$ cat config.mk
export PLATFORM = sky130hd
export DESIGN_NAME = ffpa_alu
export DESIGN_NICKNAME = d
export VERILOG_FILES = /design/src/assert_macros.svh /design/src/ffpa_pkg.sv /design/src/ffpa_alu.sv
export SDC_FILE = /design/constraint.sdc
export NUM_CORES = 1
export LEC_CHECK = 0
export BUFFER_PORTS_ARGS = -buffer_cell sky130_fd_sc_hd__buf_2
export CAP_MARGIN = 20
export CORE_MARGIN = 10
export CORE_UTILIZATION = 34
export DETAILED_ROUTE_END_ITERATION = 10
export PLACE_DENSITY = 0.62
export SLEW_MARGIN = 20
export SYNTH_ARGS = -nofsm -noshare
export SYNTH_HDL_FRONTEND = slang
export SYNTH_SLANG_ARGS = --single-unit
$ cat constraint.sdc
create_clock -name vclk -period 8.05
set_clock_uncertainty 0.2 [all_clocks]
set_input_delay 1.61 -clock vclk [all_inputs]
set_output_delay 1.61 -clock vclk [all_outputs]
set_load 0.005 [all_outputs]
$ cat src/assert_macros.svh
// assertion macros shared by the allocator rtl
// expects i_clk and i_rst_n in the including module
`ifndef ASSERT_MACROS_SVH
`define ASSERT_MACROS_SVH

// checked at every rising edge outside reset
`define ASSERT_CLK(name, prop, msg) \
    name: assert property (@(posedge i_clk) disable iff (!i_rst_n) (prop)) else $error(msg);

// checked at every rising edge, reset included
`define ASSERT_ALWAYS(name, prop, msg) \
    name: assert property (@(posedge i_clk) (prop)) else $error(msg);

`endif

$ cat src/ffpa_pkg.sv
// shared types, constants and codes of the first-fit pool allocator
// no dependencies
package ffpa_pkg;

    localparam int MAX_SMALL_POOLS  = 4;
    localparam int HEADERS_PER_POOL = 64;
    localparam int HEADER_BYTES     = 24;
    localparam int ALIGN_BYTES      = 16;
    localparam int POOL_TOTAL       = MAX_SMALL_POOLS + 1;
    localparam int BIG_POOL         = MAX_SMALL_POOLS;
    localparam int ARENA_MAX        = 1048576;

    localparam int POOL_W    = 3;
    localparam int OFF_W     = 20;
    localparam int SIZE_W    = 21;
    localparam int ASZ_W     = 22;
    localparam int USED_W    = 23;
    localparam int IDX_W     = $clog2(HEADERS_PER_POOL);
    localparam int CNT_W     = $clog2(HEADERS_PER_POOL + 1);
    localparam int ADDR_W    = POOL_W + IDX_W;
    localparam int MEM_DEPTH = POOL_TOTAL * (1 << IDX_W);

    localparam int CFG_ADDR_W = 2;
    localparam int CFG_W      = 21;
    localparam int IN_DATA_W  = 48;
    localparam int IN_USER_W  = 3;
    localparam int OUT_DATA_W = 72;
    localparam int OUT_USER_W = 3;

    localparam logic [CFG_ADDR_W-1:0] CFG_SMALL_LIMIT = 2'd0;
    localparam logic [CFG_ADDR_W-1:0] CFG_SMALL_COUNT = 2'd1;
    localparam logic [CFG_ADDR_W-1:0] CFG_SMALL_BYTES = 2'd2;
    localparam logic [CFG_ADDR_W-1:0] CFG_LARGE_BYTES = 2'd3;

    typedef enum logic [1:0] {
        OP_ALLOC   = 2'd0,
        OP_FREE    = 2'd1,
        OP_REALLOC = 2'd2,
        OP_NONE    = 2'd3
    } t_op;

    typedef enum logic [1:0] {
        ST_OK       = 2'd0,
        ST_NO_FIT   = 2'd1,
        ST_OUTSIDE  = 2'd2,
        ST_NOT_BUSY = 2'd3
    } t_status;

    typedef enum logic [3:0] {
        S_LAYOUT,
        S_IDLE,
        S_FIND_RD,
        S_FIND_CHK,
        S_RE_CHK,
        S_ALLOC,
        S_TAKE_RD,
        S_TAKE_CHK,
        S_SHIFT_RD,
        S_SHIFT_WR,
        S_SPLIT_WR,
        S_MARK_WR,
        S_REL_RD,
        S_REL_CHK,
        S_REL_LAST,
        S_DONE
    } t_state;

    typedef enum logic {
        ALU_ADD,
        ALU_SUB
    } t_alu_op;

    typedef struct packed {
        logic [OFF_W-1:0]  start;
        logic [SIZE_W-1:0] size;
        logic              busy;
    } t_hdr;

    typedef struct packed {
        t_alu_op          op;
        logic [ASZ_W-1:0] a;
        logic [ASZ_W-1:0] b;
    } t_alu_req;

    typedef struct packed {
        logic [ASZ_W-1:0] y;
        logic             ge;
    } t_alu_rsp;

    typedef struct packed {
        logic              we;
        logic [ADDR_W-1:0] addr;
        t_hdr              data;
    } t_mem_wr;

endpackage

$ cat src/ffpa_alu.sv
// shared add / subtract-compare unit of the allocator sequencer
// depends on ffpa_pkg
module ffpa_alu (
    input  ffpa_pkg::t_alu_req i_req,
    output ffpa_pkg::t_alu_rsp o_rsp
);

    logic [ffpa_pkg::ASZ_W:0] w_sum;

    always_comb begin
        if (i_req.op == ffpa_pkg::ALU_SUB) begin
            w_sum = {1'b0, i_req.a} + {1'b0, ~i_req.b} + (ffpa_pkg::ASZ_W + 1)'(1);
        end else begin
            w_sum = {1'b0, i_req.a} + {1'b0, i_req.b};
        end
    end

    // carry out of a subtract means a >= b
    assign o_rsp.y  = w_sum[ffpa_pkg::ASZ_W-1:0];
    assign o_rsp.ge = w_sum[ffpa_pkg::ASZ_W];

endmodule

==> flow_metrics.py, run 1 <==
metrics = {
    "status": {
        "status": "complete, no violations",
    },
    "timing": {
        "whs_ns": 3.39,
        "finalHoldViolCount": 0,
        "fin_ws_ns": 2.08,
        "tightest_slew_ns": 0.797,
        "relSlewSlack_pct": 46.4,
        "setup_tns_ns": 0,
        "fmax_ghz": 0.168,
        "finalSetupViolCount": 0,
        "fin_crit_ns": 5.97,
        "grt_setup_unrepaired": "false",
        "finalMaxSlewViolations": 0,
        "finalCritPeriodShare_pct": 74.2,
    },
    "global_routing": {
        "grt_pass1_wl_um": 13200,
        "grt_remaining_overflow": 0,
        "grt_pass1_vias": 2686,
        "antenna_found_initial": 0,
        "grtUsageTotal_pct": 13.3,
        "grt_max_degree": 32,
    },
    "cells_and_area": {
        "syn2layout_area_growth_pct": 15.3,
        "nClkBuffers": 0,
        "diodes": 0,
        "fill_cells": 779,
        "layout_commonest_cell": "buf_2",
        "final_cell_count_no_fill": 508,
        "utilization_pct": 41.0,
        "flops_and_latches": 0,
        "mostFrequentLayoutCells": "buf_2, ha_1, inv_1",
        "layout.nets": 505,
        "drive_gt1_share_pct": 18.4,
        "layout.area.seq_um2": 0,
    },
    "detailed_routing": {
        "wl_met3_um": 436,
        "met1_length_um": 3910,
        "routed_via_density": 5.54,
        "postRouteAntennaNets": 0,
        "first_pass_iters": 5,
        "drc_errors": 0,
        "vias": 2814,
        "wl_met2_um": 3540,
        "drt_iter0_markers": 227,
        "wire_per_inst_um": 15.6,
        "top_layer": "met4",
        "wl_um": 7900,
    },
    "setup_path": {
        "crit_path_end_kind": "primary output",
        "cp.required_ns": 6.24,
        "critPathKind": "input pin to primary output",
        "crit_fanout": 4,
        "arrival_ns": 4.16,
        "start_kind": "input pin",
    },
    "run": {
        "maxCapViolCount": 0,
    },
    "pwr": {
        "leakage_uw": 0.00139,
        "internal_power_uw": 95.5,
        "p_seq_share_pct": 0,
        "clockPowerShare_pct": 0,
        "power_frac_comb_pct": 100.0,
        "powerDensity_nw_per_um2": 80.2,
        "swShare_pct": 57.7,
        "power.switching_uw": 130,
        "max-vdd-ir-drop_mv": 0.0247,
    },
    "floorplanning": {
        "initial_utilization_pct": 35.5,
        "die_area_um2": 11000,
        "placementRows": 30,
        "die_y_um": 105,
        "coreArea_um2": 6870,
        "die_w_um": 105,
        "io_pins": 68,
    },
    "logic_synthesis": {
        "netlist_area_um2": 2440,
        "synth_top_cell_area_share_pct": 22.6,
        "yosysTopAreaCell": "ha_1",
        "postSynthAreaPerCell_um2": 6.72,
        "synth_cell_types": 58,
        "synth_warnings": 0,
        "synth_nets": 454,
        "synth_cells": 363,
        "seq_area_frac_synth_pct": 0,
        "synthTopCellsByArea": "ha_1, a21oi_1, inv_1",
    },
    "placement": {
        "preCtsSetupSlack_ns": 2.12,
        "gp_congestion": 0.898,
        "post-dp-hpwl_um": 6460,
        "dp_cells": 508,
        "numPortBuffers": 68,
    },
    "clocking": {
        "hold_buffers": 0,
        "post_cts.repair.setup_buffers": 0,
        "cts.repair.resized": 0,
    },
    "hold_path": {
        "holdCritPathClass": "input pin to primary output",
        "whs_path_depth": 4,
    },
}
synth_stat cells, types with 2 or more instances:
cell	n
a211o_1	2
a211oi_1	7
a21o_1	8
a21oi_1	40
a31o_2	2
a31oi_1	7
and3_1	4
and4_1	2
buf_1	3
buf_2	6
clkbuf_1	8
fa_1	2
ha_1	44
inv_1	43
mux2i_1	3
nand2_1	18
nand2b_1	2
nand3_1	7
nand3b_1	3
nand4_1	6
nor2_1	28
nor2b_1	8
nor3_1	6
nor4_1	5
o211ai_1	5
o21ai_0	26
o21ai_1	3
o21ba_1	3
o21bai_1	6
o311a_1	2
o31ai_1	4
o41ai_1	2
or3_1	2
or3b_1	2
or4_1	3
or4_4	2
xnor2_1	17
xor2_1	2
worst max-delay path: stages:
cell,delay (ns)
buf_2,0.09
ha_1,0.18
inv_1,0.06
fa_1,0.38
o21ba_1,0.21
or4_4,0.45
a21oi_2,0.25
o311a_1,0.23
a21oi_1,0.08
a311oi_2,0.32
xnor2_1,0.16
buf_2,0.13
final cells by class:
type | instances | area, um^2 | share of cell area, %
well taps | 96 | 120 | 4.27
inverters | 43 | 161 | 5.74
multi-input cells | 301 | 2190 | 77.9
repair buffers | 68 | 340 | 12.1
metal layers:
| metal | up-vias | track usage [%] |
|---|---|---|
| met5 | - | 0 |
| met4 | 0 | 0.490 |
| met3 | 2 | 1.04 |
| met2 | 100 | 21.9 |
| met1 | 1299 | 19.3 |
| li1 | 1413 | - |
power by group through the flow:
stage               sequential, uW  clock [uW]  combinational [uW]
floorplan                        0           0                 151
global placement                 0           0                 224
detailed placement               0           0                 225
CTS                              0           0                 226
global route                     0           0                 252
finish                           0           0                 226
path summary, 6_finish.rpt:
check,to,start,slack (ns)
min,o_rsp[1],i_req[0],3.39
max,o_rsp[21],i_req[0],2.08
metrics by stage:
stage,instance area (um^2),total power (uW)
after global routing,2810,252
after detailed placement,2810,225
after floorplan,2440,151
final,2810,226
after global placement,2810,224
after CTS,2810,226
cell families (layout without fill, tap and decap cells):
logic type | count (synthesis) | count (layout) | share of synthesized area, %
buffers and inverters | 62 | 111 | 10.2
AO/OA/AOI/OAI | 134 | 134 | 36.4
multiplexers | 3 | 3 | 1.23
adder cells (fa/ha/maj) | 46 | 46 | 24.2
XOR/XNOR | 19 | 19 | 6.82
AND/OR/NAND/NOR | 99 | 99 | 21.1
Note: power is estimated with default switching activity, not from simulation.
==> run 2: changes to the inputs <==
--- a/config.mk
+++ b/config.mk
@@ -5,6 +5,7 @@
 export SDC_FILE = /design/constraint.sdc
 export NUM_CORES = 1
 export LEC_CHECK = 0
+export ABC_AREA = 1
 export BUFFER_PORTS_ARGS = -buffer_cell sky130_fd_sc_hd__buf_2
 export CAP_MARGIN = 20
 export CORE_MARGIN = 10
==> constraint.sdc (replaced) <==
create_clock -name vclk -period 4.8
set_clock_uncertainty 0.2 [all_clocks]
set_input_delay 0.96 -clock vclk [all_inputs]
set_output_delay 0.96 -clock vclk [all_outputs]
set_load 0.005 [all_outputs]
==> flow_metrics.py, run 2 <==
metrics = {
    "clocking": {
        "post_cts.repair.setup_buffers": 0,
        "cts.repair.resized": 0,
        "hold_buffers": 0,
    },
    "cells_and_area": {
        "multi_input_area_um2": 2780,
        "layout.nets": 846,
        "final_cell_count_no_fill": 886,
        "syn2layout_area_growth_pct": 12.4,
        "fill_cells": 1193,
        "mostFrequentLayoutCells": "nand2_1, inv_1, buf_2",
        "layout.area.seq_um2": 0,
        "diodes": 0,
        "layout_commonest_cell": "nand2_1",
        "flops_and_latches": 0,
        "drive_gt1_share_pct": 13.4,
        "nClkBuffers": 0,
    },
    "timing": {
        "finalCritPeriodShare_pct": 85.1,
        "tightest_slew_ns": 0.438,
        "finalHoldViolCount": 0,
        "fin_crit_ns": 4.09,
        "relSlewSlack_pct": 70.5,
        "whs_ns": 2.08,
        "fmax_ghz": 0.245,
        "grt_setup_unrepaired": "false",
        "finalSetupViolCount": 0,
        "finalMaxSlewViolations": 0,
        "setup_tns_ns": 0,
    },
    "placement": {
        "post-dp-hpwl_um": 9660,
        "numPortBuffers": 68,
        "dp_cells": 886,
        "gp_congestion": 0.988,
    },
    "floorplanning": {
        "placementRows": 36,
        "io_pins": 68,
        "die_area_um2": 14500,
        "coreArea_um2": 9770,
        "die_w_um": 120,
        "die_y_um": 120,
        "initial_utilization_pct": 35.0,
    },
    "pwr": {
        "powerDensity_nw_per_um2": 122,
        "leakage_uw": 0.00245,
        "max-vdd-ir-drop_mv": 0.0454,
    },
    "status": {
        "status": "complete, no violations",
    },
    "setup_path": {
        "worstSetupPathDepth": 16,
        "slowest_delay_ns": 0.36,
        "crit_family": "simple AND/OR/NAND/NOR gates",
        "cp.required_ns": 3.64,
        "crit_fanout": 4,
        "cpMostUsedCell": "nand2_1",
        "arrival_ns": 2.93,
        "crit_path_end_kind": "primary output",
        "worstPathCellList": "buf_2 > ha_1 > inv_1 > fa_1 > inv_1 > nand3_1 > nand3_1 > nand2_1 > nand2_1 > nand2_1 > nand2_1 > nand2_1 > nand2_1 > nand2_1 > nand2_1 > buf_2",
        "critPathKind": "input pin to primary output",
        "crit_buf_inv": 4,
        "slowest_stage": "fa_1",
        "start_kind": "input pin",
    },
    "detailed_routing": {
        "postRouteAntennaNets": 0,
        "drt_iter0_markers": 243,
        "wire_per_inst_um": 12.3,
        "wl_um": 10900,
        "drc_errors": 0,
        "routed_via_density": 4.75,
        "vias": 4209,
        "first_pass_iters": 6,
    },
    "global_routing": {
        "grt_pass1_vias": 4241,
        "grt_pass1_wl_um": 18500,
        "antenna_found_initial": 0,
        "grtUsageTotal_pct": 14.8,
        "grt_remaining_overflow": 0,
        "grt_max_degree": 28,
    },
    "logic_synthesis": {
        "synth_top_cell_area_share_pct": 32.0,
        "synth_cells": 701,
        "synth_common_cells": "nand2_1, inv_1, nor2_1",
        "synth_warnings": 0,
        "synth_cell_types": 29,
        "synthTopCellsByArea": "nand2_1, ha_1, inv_1",
        "synth_nets": 792,
        "yosysTopAreaCell": "nand2_1",
        "netlist_area_um2": 3420,
        "yosysMostFrequentCell": "nand2_1",
        "postSynthAreaPerCell_um2": 4.88,
        "seq_area_frac_synth_pct": 0,
    },
    "hold_path": {
        "whs_path_depth": 4,
        "holdCritPathClass": "input pin to primary output",
    },
    "run": {
        "maxCapViolCount": 0,
    },
}
==> run 2: cell types whose count changed after synthesis, moves of 11 or more <==
| cell | delta |
|---|---|
| xnor2_1 | -17 |
| nand2_1 | +273 |
| inv_1 | +87 |
| a21oi_1 | -14 |
| inv_2 | +11 |
| nor2_1 | +23 |
| o21ai_0 | -15 |
| nand3_1 | +41 |
| xor2_1 | +11 |
| nor2_2 | +11 |
==> run 2: through the flow <==
stage               util (%)  power (uW)  area [um^2]  setup WS [ns]
floorplan                  -         325         3420           1.27
global placement        39.3         469         3840          0.755
detailed placement      39.3         469         3840          0.747
CTS                     39.3         471         3840          0.730
global route            39.3         540         3840          0.502
finish                  39.3         470         3840          0.714
==> run 2: layout make-up <==
cell class / instances / area share [%]
tap: 133 / 4.33
timing repair buffer: 70 / 9.25
multi-input combinational: 540 / 72.4
inverter: 143 / 14.0
==> run 2: worst min-delay path: stages <==
cell   delay, ns
buf_2       0.09
ha_1        0.12
inv_1       0.03
buf_2       0.11
==> run 2: per-layer routing <==
metal | global-route usage (%) | routed length (um) | vias up
met5 | 0 | 0 | -
met4 | 4.15 | 296 | 0
met3 | 0.745 | 579 | 26
met2 | 26.9 | 5170 | 122
met1 | 18.6 | 4860 | 1832
li1 | - | - | 2229
==> run 2: where the power goes <==
group	total, uW	internal (uW)	switching, uW
Combinational	470	166	304
Clock	0	0	0
Sequential	0	0	0
Total	470	166	304
==> run 2: final timing paths <==
kind | start | endpoint
hold / removal | i_req[0] | o_rsp[1]
setup / recovery | i_req[0] | o_rsp[11]
==> run 2: cell families after synthesis <==
| kind of cell | synth area share (%) |
|---|---|
| XOR/XNOR | 3.33 |
| buffers and inverters | 18.6 |
| adder cells (fa/ha/maj) | 17.3 |
| AND/OR/NAND/NOR | 52.3 |
| AO/OA/AOI/OAI | 8.45 |
